--- config.mk ---
export PLATFORM = sky130hd
export DESIGN_NAME = two_class_priority_scheduler
export DESIGN_NICKNAME = d
export VERILOG_FILES = /design/src/rtl/tcps_pkg.sv /design/src/rtl/tcps_cell.sv /design/src/rtl/tcps_chain.sv /design/src/rtl/tcps_fifo.sv /design/src/rtl/two_class_priority_scheduler.sv
export SDC_FILE = /design/constraint.sdc
export NUM_CORES = 1
export LEC_CHECK = 0
export BUFFER_PORTS_ARGS = -buffer_cell sky130_fd_sc_hd__buf_2
export CAP_MARGIN = 25
export CORE_ASPECT_RATIO = 0.6
export CORE_UTILIZATION = 30
export CTS_CLUSTER_DIAMETER = 60
export DETAILED_ROUTE_END_ITERATION = 12
export PLACE_DENSITY = 0.48
export SLEW_MARGIN = 30
export SYNTH_ARGS = -nofsm -noshare
export SYNTH_HDL_FRONTEND = slang
export SYNTH_SLANG_ARGS = --single-unit
--- constraint.sdc ---
create_clock -name clock -period 23.5 [get_ports clock]
set_clock_uncertainty 0.15 [all_clocks]
set_input_delay 0 -clock clock [delete_from_list [all_inputs] [get_ports clock]]
set_output_delay 0 -clock clock [all_outputs]
set_load 0.05 [all_outputs]
--- src/rtl/tcps_pkg.sv ---
package tcps_pkg;

   localparam int PRIO_DEPTH = 16;
   localparam int REG_DEPTH  = 16;
   localparam int ID_BITS    = 16;

   localparam int SEV_W   = 4;
   localparam int MIN_W   = 10;
   localparam int PCNT_W  = $clog2(PRIO_DEPTH + 1);
   localparam int FCNT_W  = $clog2(REG_DEPTH + 1);
   localparam int PTR_W   = $clog2(REG_DEPTH);
   localparam int TOT_W   = $clog2(PRIO_DEPTH + REG_DEPTH + 1);
   localparam int PROD_W  = TOT_W + MIN_W;

   localparam logic [SEV_W-1:0]   SEV_MAX       = SEV_W'(10);
   localparam logic [MIN_W-1:0]   MINUTES_RESET = MIN_W'(10);
   localparam logic [ID_BITS-1:0] ID_RESET      = ID_BITS'(1);
   localparam logic [14:0]        WAIT_MAX      = 15'h7FFF;

   typedef enum logic {
      CMD_ADD   = 1'b0,
      CMD_SERVE = 1'b1
   } cmd_type;

   typedef enum logic [2:0] {
      ST_ADDED       = 3'd0,
      ST_SERVED_PRIO = 3'd1,
      ST_SERVED_REG  = 3'd2,
      ST_NONE        = 3'd3,
      ST_REJECTED    = 3'd4
   } status_type;

   typedef struct packed {
      cmd_type          command;
      logic [SEV_W-1:0] severity;
   } req_type;

   typedef struct packed {
      status_type       status;
      logic [15:0]      item_id;
      logic [SEV_W-1:0] served_severity;
      logic [5:0]       waiting_count;
      logic [14:0]      estimated_wait;
   } rsp_type;

   typedef struct packed {
      logic               valid;
      logic [SEV_W-1:0]   sev;
      logic [ID_BITS-1:0] id;
   } entry_type;

   typedef struct packed {
      logic               ins;
      logic               rem;
      logic [SEV_W-1:0]   sev;
      logic [ID_BITS-1:0] id;
   } chain_ctl_type;

   typedef struct packed {
      logic      full;
      logic      empty;
      entry_type head;
   } chain_stat_type;

   typedef struct packed {
      logic               push;
      logic               pop;
      logic [ID_BITS-1:0] wr_id;
   } fifo_ctl_type;

   typedef struct packed {
      logic              full;
      logic              empty;
      logic [FCNT_W-1:0] fill;
   } fifo_stat_type;

endpackage

--- src/rtl/tcps_cell.sv ---
module tcps_cell (
   input  logic                    clock,
   input  logic                    reset,
   input  tcps_pkg::chain_ctl_type ctl,
   input  tcps_pkg::entry_type     left_entry,
   input  logic                    left_keep,
   input  tcps_pkg::entry_type     right_entry,
   output tcps_pkg::entry_type     entry,
   output logic                    keep
);

   tcps_pkg::entry_type entry_ff;
   tcps_pkg::entry_type entry_in;

   // hold on insert when this entry ranks at or above the new one (earlier wins ties)
   assign keep = entry_ff.valid && (entry_ff.sev >= ctl.sev);

   always_comb begin
      entry_in = entry_ff;
      if (ctl.ins) begin
         if (!keep) begin
            if (left_keep) begin
               entry_in.valid = 1'b1;
               entry_in.sev   = ctl.sev;
               entry_in.id    = ctl.id;
            end else begin
               entry_in = left_entry;
            end
         end
      end else if (ctl.rem) begin
         entry_in = right_entry;
      end
   end

   always_ff @(posedge clock) begin
      if (reset) begin
         entry_ff.valid <= 1'b0;
      end else begin
         entry_ff.valid <= entry_in.valid;
      end
      entry_ff.sev <= entry_in.sev;
      entry_ff.id  <= entry_in.id;
   end

   assign entry = entry_ff;

endmodule

--- src/rtl/tcps_chain.sv ---
module tcps_chain (
   input  logic                     clock,
   input  logic                     reset,
   input  tcps_pkg::chain_ctl_type  ctl,
   output tcps_pkg::chain_stat_type stat
);

   localparam int N = tcps_pkg::PRIO_DEPTH;

   tcps_pkg::entry_type entries [N];
   tcps_pkg::entry_type lefts   [N];
   tcps_pkg::entry_type rights  [N];
   logic                keeps   [N];
   logic                lkeeps  [N];

   genvar g;
   generate
      for (g = 0; g < N; g++) begin : g_cell
         if (g == 0) begin : g_first
            assign lefts[g]  = '0;
            assign lkeeps[g] = 1'b1;
         end else begin : g_mid
            assign lefts[g]  = entries[g-1];
            assign lkeeps[g] = keeps[g-1];
         end
         if (g == N - 1) begin : g_last
            assign rights[g] = '0;
         end else begin : g_inner
            assign rights[g] = entries[g+1];
         end

         tcps_cell u_cell (
            .clock       (clock),
            .reset       (reset),
            .ctl         (ctl),
            .left_entry  (lefts[g]),
            .left_keep   (lkeeps[g]),
            .right_entry (rights[g]),
            .entry       (entries[g]),
            .keep        (keeps[g])
         );
      end
   endgenerate

   // valid cells always form a prefix of the row
   assign stat.head  = entries[0];
   assign stat.empty = !entries[0].valid;
   assign stat.full  = entries[N-1].valid;

endmodule

--- src/rtl/tcps_fifo.sv ---
module tcps_fifo (
   input  logic                            clock,
   input  logic                            reset,
   input  tcps_pkg::fifo_ctl_type          ctl,
   output tcps_pkg::fifo_stat_type         stat,
   output logic [tcps_pkg::ID_BITS-1:0]    rd_data
);

   localparam int PW = tcps_pkg::PTR_W;
   localparam int CW = tcps_pkg::FCNT_W;

   logic [tcps_pkg::ID_BITS-1:0] mem [tcps_pkg::REG_DEPTH];
   logic [tcps_pkg::ID_BITS-1:0] rd_data_ff;
   logic [PW-1:0]                rd_ptr_ff, rd_ptr_in;
   logic [PW-1:0]                wr_ptr_ff, wr_ptr_in;
   logic [CW-1:0]                fill_ff, fill_in;

   function automatic logic [PW-1:0] ptr_next(input logic [PW-1:0] p);
      logic [PW-1:0] r;
      if (p == PW'(tcps_pkg::REG_DEPTH - 1)) begin
         r = '0;
      end else begin
         r = p + PW'(1);
      end
      return r;
   endfunction

   always_comb begin
      rd_ptr_in = ctl.pop  ? ptr_next(rd_ptr_ff) : rd_ptr_ff;
      wr_ptr_in = ctl.push ? ptr_next(wr_ptr_ff) : wr_ptr_ff;
      fill_in   = fill_ff + CW'(ctl.push) - CW'(ctl.pop);
   end

   always_ff @(posedge clock) begin
      if (reset) begin
         rd_ptr_ff <= '0;
         wr_ptr_ff <= '0;
         fill_ff   <= '0;
      end else begin
         rd_ptr_ff <= rd_ptr_in;
         wr_ptr_ff <= wr_ptr_in;
         fill_ff   <= fill_in;
      end
   end

   always_ff @(posedge clock) begin
      if (ctl.push) begin
         mem[wr_ptr_ff] <= ctl.wr_id;
      end
      if (ctl.pop) begin
         rd_data_ff <= mem[rd_ptr_ff];
      end
   end

   assign stat.fill  = fill_ff;
   assign stat.empty = (fill_ff == '0);
   assign stat.full  = (fill_ff == CW'(tcps_pkg::REG_DEPTH));
   assign rd_data    = rd_data_ff;

endmodule

--- src/rtl/two_class_priority_scheduler.sv ---
// Two-class scheduler: priority adds (severity 1 to 10, above 10 counts as
// 10) enter a sorted chain of cells, highest severity first and the earlier
// arrival first among equals; severity-0 adds enter a plain FIFO. A serve
// takes the chain head, or the FIFO head only when the chain is empty.
// Timing: a request is taken at any edge with start high; busy is always low,
// so one request per cycle is sustained. Its result is on rsp_data with
// rsp_strobe high in the cycle right after, for exactly one cycle; the
// receiver cannot stall, so capture it then. The request rate is set by
// the cell row, where a cell moves at most one place (insert or serve) at the
// same edge, and by the single registered FIFO memory read. No clearing pass
// after reset. Write the minutes register over csr_valid/csr_data (csr_ready
// is always high) only while no result is pending.
module two_class_priority_scheduler (
   input  logic                                 clock,
   input  logic                                 reset,
   input  logic                                 start,
   output logic                                 busy,
   input  tcps_pkg::req_type                    req_data,
   output logic                                 rsp_strobe,
   output tcps_pkg::rsp_type                    rsp_data,
   input  logic                                 csr_valid,
   output logic                                 csr_ready,
   input  logic [tcps_pkg::MIN_W-1:0]           csr_data
);

   localparam int SW = tcps_pkg::SEV_W;
   localparam int PC = tcps_pkg::PCNT_W;
   localparam int TW = tcps_pkg::TOT_W;

   tcps_pkg::chain_ctl_type  chain_ctl;
   tcps_pkg::chain_stat_type chain_stat;
   tcps_pkg::fifo_ctl_type   fifo_ctl;
   tcps_pkg::fifo_stat_type  fifo_stat;
   logic [tcps_pkg::ID_BITS-1:0] fifo_rd_data;

   // configuration and counters
   logic [tcps_pkg::MIN_W-1:0]   minutes_ff;
   logic [tcps_pkg::ID_BITS-1:0] next_id_ff, next_id_in;
   logic [PC-1:0]                pcnt_ff, pcnt_in;

   // result registers
   logic                         rsp_valid_ff;
   tcps_pkg::status_type         status_ff, status_in;
   logic [15:0]                  id_ff, id_in;
   logic [SW-1:0]                sev_ff, sev_in;
   logic [5:0]                   count_ff;
   logic [14:0]                  wait_ff, wait_in;
   logic                         sel_fifo_ff;

   logic                         accept;
   logic [SW-1:0]                sev_sat;
   logic                         is_add, prio_add, reg_add, serve;
   logic [tcps_pkg::FCNT_W-1:0]  fill_in;
   logic [TW-1:0]                total;
   logic [tcps_pkg::PROD_W-1:0]  prod;

   assign busy      = 1'b0;
   assign csr_ready = 1'b1;
   assign accept    = start && !busy;

   tcps_chain u_chain (
      .clock (clock),
      .reset (reset),
      .ctl   (chain_ctl),
      .stat  (chain_stat)
   );

   tcps_fifo u_fifo (
      .clock   (clock),
      .reset   (reset),
      .ctl     (fifo_ctl),
      .stat    (fifo_stat),
      .rd_data (fifo_rd_data)
   );

   always_comb begin
      // clamp severity, then split the request by class
      sev_sat  = (req_data.severity > tcps_pkg::SEV_MAX) ? tcps_pkg::SEV_MAX
                                                        : req_data.severity;
      is_add   = (req_data.command == tcps_pkg::CMD_ADD);
      prio_add = accept && is_add && (sev_sat != '0);
      reg_add  = accept && is_add && (sev_sat == '0);
      serve    = accept && !is_add;

      chain_ctl.ins = prio_add && !chain_stat.full;
      chain_ctl.rem = serve && !chain_stat.empty;
      chain_ctl.sev = sev_sat;
      chain_ctl.id  = next_id_ff;

      fifo_ctl.push  = reg_add && !fifo_stat.full;
      fifo_ctl.pop   = serve && chain_stat.empty && !fifo_stat.empty;
      fifo_ctl.wr_id = next_id_ff;

      // advance the identifier only on a stored add
      next_id_in = (chain_ctl.ins || fifo_ctl.push) ? next_id_ff + tcps_pkg::ID_BITS'(1)
                                                   : next_id_ff;

      pcnt_in = pcnt_ff + PC'(chain_ctl.ins) - PC'(chain_ctl.rem);
      fill_in = fifo_stat.fill + tcps_pkg::FCNT_W'(fifo_ctl.push)
                               - tcps_pkg::FCNT_W'(fifo_ctl.pop);

      status_in = tcps_pkg::ST_NONE;
      id_in     = '0;
      sev_in    = '0;
      priority if (chain_ctl.ins || fifo_ctl.push) begin
         status_in = tcps_pkg::ST_ADDED;
         id_in     = 16'(next_id_ff);
      end else if (is_add) begin
         status_in = tcps_pkg::ST_REJECTED;
      end else if (chain_ctl.rem) begin
         status_in = tcps_pkg::ST_SERVED_PRIO;
         id_in     = 16'(chain_stat.head.id);
         sev_in    = chain_stat.head.sev;
      end else if (fifo_ctl.pop) begin
         status_in = tcps_pkg::ST_SERVED_REG;
      end else begin
         status_in = tcps_pkg::ST_NONE;
      end

      // waiting count after this step, times minutes per item, saturated
      total   = TW'(pcnt_in) + TW'(fill_in);
      prod    = tcps_pkg::PROD_W'(total) * tcps_pkg::PROD_W'(minutes_ff);
      wait_in = (prod > tcps_pkg::PROD_W'(tcps_pkg::WAIT_MAX)) ? tcps_pkg::WAIT_MAX
                                                              : 15'(prod);
   end

   always_ff @(posedge clock) begin
      if (reset) begin
         minutes_ff   <= tcps_pkg::MINUTES_RESET;
         next_id_ff   <= tcps_pkg::ID_RESET;
         pcnt_ff      <= '0;
         rsp_valid_ff <= 1'b0;
      end else begin
         if (csr_valid && csr_ready) begin
            minutes_ff <= csr_data;
         end
         next_id_ff   <= next_id_in;
         pcnt_ff      <= pcnt_in;
         rsp_valid_ff <= accept;
      end
   end

   // hold result payload from the accepting edge until the next request
   always_ff @(posedge clock) begin
      if (accept) begin
         status_ff   <= status_in;
         id_ff       <= id_in;
         sev_ff      <= sev_in;
         count_ff    <= 6'(total);
         wait_ff     <= wait_in;
         sel_fifo_ff <= fifo_ctl.pop;
      end
   end

   // a regular serve takes its identifier from the registered FIFO read
   assign rsp_strobe               = rsp_valid_ff;
   assign rsp_data.status          = status_ff;
   assign rsp_data.item_id         = sel_fifo_ff ? 16'(fifo_rd_data) : id_ff;
   assign rsp_data.served_severity = sev_ff;
   assign rsp_data.waiting_count   = count_ff;
   assign rsp_data.estimated_wait  = wait_ff;

`ifndef SYNTH
   a_count_tracks_head: assert property (@(posedge clock) disable iff (reset)
      (pcnt_ff != '0) == chain_stat.head.valid)
      else $error("priority count disagrees with chain head");

   a_full_tracks_count: assert property (@(posedge clock) disable iff (reset)
      chain_stat.full == (pcnt_ff == PC'(tcps_pkg::PRIO_DEPTH)))
      else $error("chain full flag disagrees with count");

   a_strobe_after_accept: assert property (@(posedge clock) disable iff (reset)
      accept |=> rsp_strobe)
      else $error("accepted request produced no result");

   a_no_spurious_strobe: assert property (@(posedge clock) disable iff (reset)
      !accept |=> !rsp_strobe)
      else $error("result strobe without a request");

   a_prio_serve_sev: assert property (@(posedge clock) disable iff (reset)
      (rsp_strobe && rsp_data.status == tcps_pkg::ST_SERVED_PRIO) |->
      (rsp_data.served_severity != '0 && rsp_data.served_severity <= tcps_pkg::SEV_MAX))
      else $error("served priority item with bad severity");
`endif

endmodule

[After elaboration in Yosys (flattened, before gate mapping)]
Memory sizes are Yosys's and may differ from the RTL's. A register that Yosys moved wholly into a read port is not among the register bits.
Index checks and enable logic that the tools add are counted.
Storage, ports and cells
  bits in registers: 426
  RAM bits: 256
  input port bits: 19
  logic and storage cells: 240
  output and inout bits: 47
  memories kept: 1
Memory list
  u_fifo.mem: depth 16, width 16, read ports 1, clocked after memory_dff 1, wr ports 1, line tcps_fifo.sv:12  | logic [tcps_pkg::ID_BITS-1:0] mem [tcps_pkg::REG_DEPTH];
Cells by class
  mux-type cells: 75
  reductions and logical operators: 53
  $mul: 1
  add/sub/neg operators: 8
  bitwise gates (word level): 2
  order comparisons: 18
  eq/ne operators: 19
Operator list (number)
  $mux 21: 63
  $ge 4x4->1: 16
  $mux 16: 4
  $ne 2x2->1 const B: 16
  $reduce_and 2->1: 16
  $logic_and 1x1->1: 25
  $add 16x1->16 const B: 1
  $gt 16x15->1 const B: 1
  $mul 6x10->16: 1
  $mux 4: 3
  $add 5x1->5: 2
  $sub 5x1->5: 2
  $add 4x1->4 const B: 2
  $eq 4x4->1 const B: 2
  $add 5x5->6: 1
  $reduce_or 3->1: 2
  $eq 5x5->1 const B: 1
  $logic_not 5->1: 1
  $gt 4x4->1 const B: 1
  $logic_not 1->1: 4
  $logic_not 4->1: 1
  $reduce_bool 4->1: 1
  $mux 1: 3
  $mux 3: 1
  other kinds (5): 6

[Longest topological paths before layout]
  depth in word-level cells: 10
  gate-level depth with buffers: 31
  mapped depth without buffers: 29

[Hierarchy]
A second synthesis with hierarchy kept.
Unflattened totals
  cell total of the unflattened synthesis: 2782
  area, all modules: 35497.8 µm²
Modules (own cells, without submodules)
  tcps_cell: seq. area each 620.6 µm², area an instance 1193.6 µm², cells each 109, times used 16
  tcps_fifo: seq. area each 8428.1 µm², area an instance 10963.0 µm², cells each 511, times used 1
  two_class_priority_scheduler: seq. area each 1991.9 µm², area an instance 5425.2 µm², cells each 524, times used 1
  tcps_chain: seq. area each 0.0 µm², area an instance 11.3 µm², cells each 3, times used 1

[Worst setup path before layout]
No wires, ideal clock.
  path kind: flip-flop to flip-flop
  from: register u_fifo.fill_ff[2]
  to: register wait_ff[9], data pin
  arrival: 7900 ps
  stages on the path, launching flop included: 30
  period minus slack after synthesis: 8314 ps
  data required time: 23086 ps
  slack: 15186 ps
  setup time: 264 ps
  path buffers: 1
  cell sequence: dfxtp_1 > inv_1 > ha_1 > nor4b_1 > nor3_1 > ha_1 > inv_1 > ha_1 > inv_1 > fa_1 > inv_1 > ha_1 > a21o_1 > a21oi_1 > o21bai_1 > a21oi_1 > inv_1 > nand2_1 > fa_1 > fa_1 > fa_1 > inv_1 > ha_1 > nor2b_1 > o31ai_1 > a211oi_1 > o22ai_1 > xor2_1 > buf_2 > o21ai_0
RTL lines
  start, declared: line tcps_fifo.sv:16  | logic [CW-1:0] fill_ff, fill_in;
  start signal, assigned: line tcps_fifo.sv:42  | fill_ff <= fill_in;
  end signal, assigned: line two_class_priority_scheduler.sv:150  | wait_ff <= wait_in;
  end, declared: line two_class_priority_scheduler.sv:47  | logic [14:0] wait_ff, wait_in;

[Worst setup path after layout]
  from: input req_data[3] in the netlist's numbering
  to: register wait_ff[6], data pin
Between the ends
  word-level cells in the longest chain between the ends: 10
  elaborated cells between the ends (all ways): 15
  those cells by class: add/sub (5); mul (1); order compare (2); mux (1); reduce/logical (6)
Ends and longest elaborated chain
  start, declared: line two_class_priority_scheduler.sv:18  | input tcps_pkg::req_type req_data,
  $gt 4x4->1: line two_class_priority_scheduler.sv:78  | sev_sat = (req_data.severity > tcps_pkg::SEV_MAX) ? tcps_pkg::SEV_MAX
  $mux 4 (*): line two_class_priority_scheduler.sv:78
  $logic_not 4->1 (*): line two_class_priority_scheduler.sv:82  | reg_add = accept && is_add && (sev_sat == '0);
  $logic_and 1x1->1 (*): line two_class_priority_scheduler.sv:82
  $logic_and 1x1->1 (*): line two_class_priority_scheduler.sv:90  | fifo_ctl.push = reg_add && !fifo_stat.full;
  $add 5x1->5 (*): line two_class_priority_scheduler.sv:99  | fill_in = fifo_stat.fill + tcps_pkg::FCNT_W'(fifo_ctl.push)
  $sub 5x1->5 (*): line two_class_priority_scheduler.sv:100  | - tcps_pkg::FCNT_W'(fifo_ctl.pop);
  via fill_in, one bit: line two_class_priority_scheduler.sv:53  | logic [tcps_pkg::FCNT_W-1:0] fill_in;
  $add 5x5->6 (*): line two_class_priority_scheduler.sv:121  | total = TW'(pcnt_in) + TW'(fill_in);
  via total[5]: line two_class_priority_scheduler.sv:54  | logic [TW-1:0] total;
  $mul 6x10->16 (*): line two_class_priority_scheduler.sv:122  | prod = tcps_pkg::PROD_W'(total) * tcps_pkg::PROD_W'(minutes_ff);
  $gt 16x15->1: line two_class_priority_scheduler.sv:123  | wait_in = (prod > tcps_pkg::PROD_W'(tcps_pkg::WAIT_MAX)) ? tcps_pkg::WAIT_MAX
Mark *: on every way through the listed nets, which the timed path passes. The rest lies on a longest branch.
A chain may end at the register's enable or synchronous reset.

==> key figures <==
Clocking
  • Worst-Skew Late Latency: 0.66 ns
  • H-tree depth: 3
  • Num CTS Buffers: 75
  • Clock tree buffer depth: 3
  • Clk sink count: 698
  • Clock-pin transition on the worst setup and hold timing paths: 0.06 ns
  • CTS tree: built
  • Root Buffer: clkbuf_16
  • Setup repair bufs after CTS: 0

STA
  • Min Clock Period, post-route: 8.95 ns
  • Least-Margin Pin Slew: 1.02 ns
  • RSZ-0062 raised after global routing: false
  • Final Slew Violations: 0
  • FMAX: 112 MHz
  • Final hold vios: 0
  • # setup viols final: 0
  • Relative slew slack: 0.318
  • Setup total negative slack: 0 ns
  • Period Utilization, post-route: 0.381

Critical path
  • Crit Path Class: input port to register
  • Slowest stage delay, CP: 0.77 ns
  • WP data arrival: 9.15 ns
  • CP Capture Type: register
  • Slowest stage cell, crit path: dlygate4sd3_1
  • Reg2reg setup slack: 15.33 ns
  • CP required: 23.71 ns
  • Startpoint Class: input port
  • Critical-path maximum fanout: 22

Routing
  • Avg Vias per Cell: 5.07
  • Post-DRT Antenna Nets: 0
  • Drt first pass iters: 5
  • Post-detailed-routing wire length: 102000 um
  • Drc violations: 0
  • Total number of vias: 21900
  • Iter 0 DRT Violations: 2161
  • Avg WL per Cell: 23.6 um

Power and ir drop
  • Leakage: 16.3 nW
  • Internal power: 2.67 mW
  • Clock share of power: 0.299
  • Pwr Total: 4.02 mW
  • Switching portion of total power: 0.336
  • P_sw: 1.35 mW
  • Gate power share: 0.316
  • PD cells: 102 nW/um^2
  • Reg power frac: 0.385
  • Maximum vdd drop: 0.155 mV

GRT
  • Global-route wire length before repair: 148000 um
  • Initial antenna violation count: 5
  • Number of global-route vias before repair: 21300
  • Largest net degree at the start of global routing: 117
  • Total gr overflow: 0
  • Global Route Usage Sum: 0.173

Floorplanning
  • Ports: 66
  • Die Footprint: 116000 um^2
  • Die height: 264 um
  • Initial Utilization: 0.304
  • FP Rows: 95
  • Die extent in x: 438 um
  • Core ar.: 113000 um^2

Final layout
  • Fin nets: 2916
  • Layout cells sized above 1: 0.133
  • Synthesis-to-layout area growth: 14.8%
  • Fillers: 10900

Placed design
  • Post-detail-place hpwl: 65300 um
  • Routability congestion estimate: 0.821
  • Input/output buffers: 63

Run
  • Max-Cap Viols: 0

Synth
  • Share of the synthesized area in the top cell type: 0.558
  • Synth Register Bits: 698
  • Syn nets: 2840
  • Mapped cell area: 34300 um^2
  • Synth area leader: edfxtp_1
  • Mapped Cells: 2679
  • Number of enable flip-flop cells after synthesis: 637
  • Top cells by area, synth: edfxtp_1, mux2i_1, nand2_1
  • Mapped Avg Cell Area: 12.8 um^2
  • Async S/R FF share, synth: 0
  • Predominant post-synthesis flop cell: edfxtp_1
  • Synth unique cells: 53
  • Seq/Total Area, Yosys: 0.594
  • YS warnings: 0

Outcome
  • Status: complete, no violations

Hold path
  • HP Class: input port to register
## stage by stage
| step | cell area (um^2) | hold slack [ns] | util | setup slack (ns) | std cells |
|---|---|---|---|---|---|
| after floorplan | 34300 | -0.0375 | - | 15.19 | 2679 |
| final | 39300 | 0.183 | 0.349 | 14.55 | 4317 |
| after CTS | 39300 | 0.122 | 0.349 | 14.26 | 4316 |
| after detailed placement | 36400 | 0.0608 | 0.323 | 14.83 | 4135 |
| after global routing | 39300 | 0.162 | 0.349 | 14.10 | 4317 |
| after global placement | 36300 | 0.0660 | 0.323 | 14.99 | 4132 |
## cells in the final DEF (no fill, tap or decap), types with 37 or more instances in the layout
cell type,synthesis,final
edfxtp_1,637,637
mux2i_1,329,329
dlygate4sd3_1,0,46
dfxtp_1,61,55
nor2_1,97,83
nand2_1,416,416
a21oi_1,37,37
inv_1,81,80
o21ai_0,294,294
buf_2,74,63
nor2b_1,42,42
buf_4,3,81
clkbuf_16,0,78
mux4_2,64,64
ha_1,106,106
## registers in the layout, summed over array words and instances, names as in the netlist, 3 cells and up
| register | flops |
|---|---|
| u_fifo.wr_ptr_ff | 4 |
| status_ff | 3 |
| wait_ff | 15 |
| u_fifo.rd_ptr_ff | 4 |
| u_fifo.fill_ff | 5 |
| u_fifo.mem | 256 |
| sev_ff | 4 |
| u_fifo.rd_data | 16 |
| count_ff | 6 |
| minutes_ff | 10 |
| pcnt_ff | 5 |
| id_ff | 16 |
| u_chain.g_cell.u_cell.entry | 336 |
| next_id_ff | 16 |
## routing by layer
metal | GRT usage | wire length (um) | share of wire | up-vias
li1 | - | - | - | 9940
met1 | 0.276 | 51700 | 0.51 | 11100
met5 | 0 | 0 | 0 | -
met4 | 0.0307 | 1440 | 0.014 | 0
met2 | 0.225 | 39300 | 0.39 | 753
met3 | 0.0527 | 9610 | 0.094 | 104
## synthesized netlist by cell type (all sizes together), types with 16 or more instances
| master | n |
|---|---|
| a22o | 16 |
| xor2 | 17 |
| nand2b | 23 |
| dfxtp | 61 |
| mux2 | 16 |
| clkbuf | 108 |
| buf | 87 |
| nand2 | 416 |
| a211oi | 22 |
| a211o | 16 |
| mux4 | 64 |
| nor2b | 42 |
| edfxtp | 637 |
| mux2i | 329 |
| a21o | 25 |
| ha | 106 |
| nor2 | 97 |
| fa | 36 |
| and2 | 32 |
| a21oi | 37 |
| xnor2 | 18 |
| inv | 82 |
| nor3 | 19 |
| o21ai | 294 |
## worst max-delay path, delay by kind of cell
kind / cells / cell delay (ns)
XOR/XNOR: 1 / 0.52
AO/OA/AOI/OAI: 8 / 2.08
adder cells (fa/ha/maj): 7 / 2.81
buffers and inverters: 7 / 1.96
AND/OR/NAND/NOR: 4 / 1.77
## logic make-up after synthesis
| logic type | synth area share |
|---|---|
| flops | 0.594 |
| xor+xnor | 0.00895 |
| fa+ha+maj | 0.0597 |
| compound gates | 0.0732 |
| other cells | 0.000219 |
| buf+inv | 0.0335 |
| mux | 0.143 |
| simple gates | 0.0871 |
## cell type report
class	instances	area (um^2)	share of cell area
clock buffer	92	2000	0.0510
inverter	83	312	0.00792
multi-input combinational	1703	12900	0.328
tap	1503	1880	0.0478
antenna	1	2.50	0.0000636
sequential	698	20400	0.518
timing repair buffer	194	1440	0.0366
clock inverter	43	440	0.0112
## worst paths after layout
check,to,start,cells past startpoint
worst min-delay path,status_ff[2],req_data[4],3
worst min register to register,u_chain.g_cell[14].u_cell.entry[19],u_chain.g_cell[15].u_cell.entry[19],2
worst max register to register,wait_ff[6],u_fifo.fill_ff[3],26
worst max-delay path,wait_ff[6],req_data[3],27
## power groups by stage
stage	registers, mW	clock network [mW]	logic (mW)
2_1_floorplan	1.61	0	0.911
3_3_place_gp	1.57	0	1.27
3_5_place_dp	1.58	0	1.27
4_1_cts	1.55	1.23	1.29
5_1_grt	1.56	1.28	1.44
6_report	1.55	1.20	1.27
## what timing repair did
action / CTS / global route
resized for setup: 0 / 0
hold endpoints to repair: 143 / 0
hold buffers: 46 / 0
No activity file was read; power rests on OpenSTA's default activity.
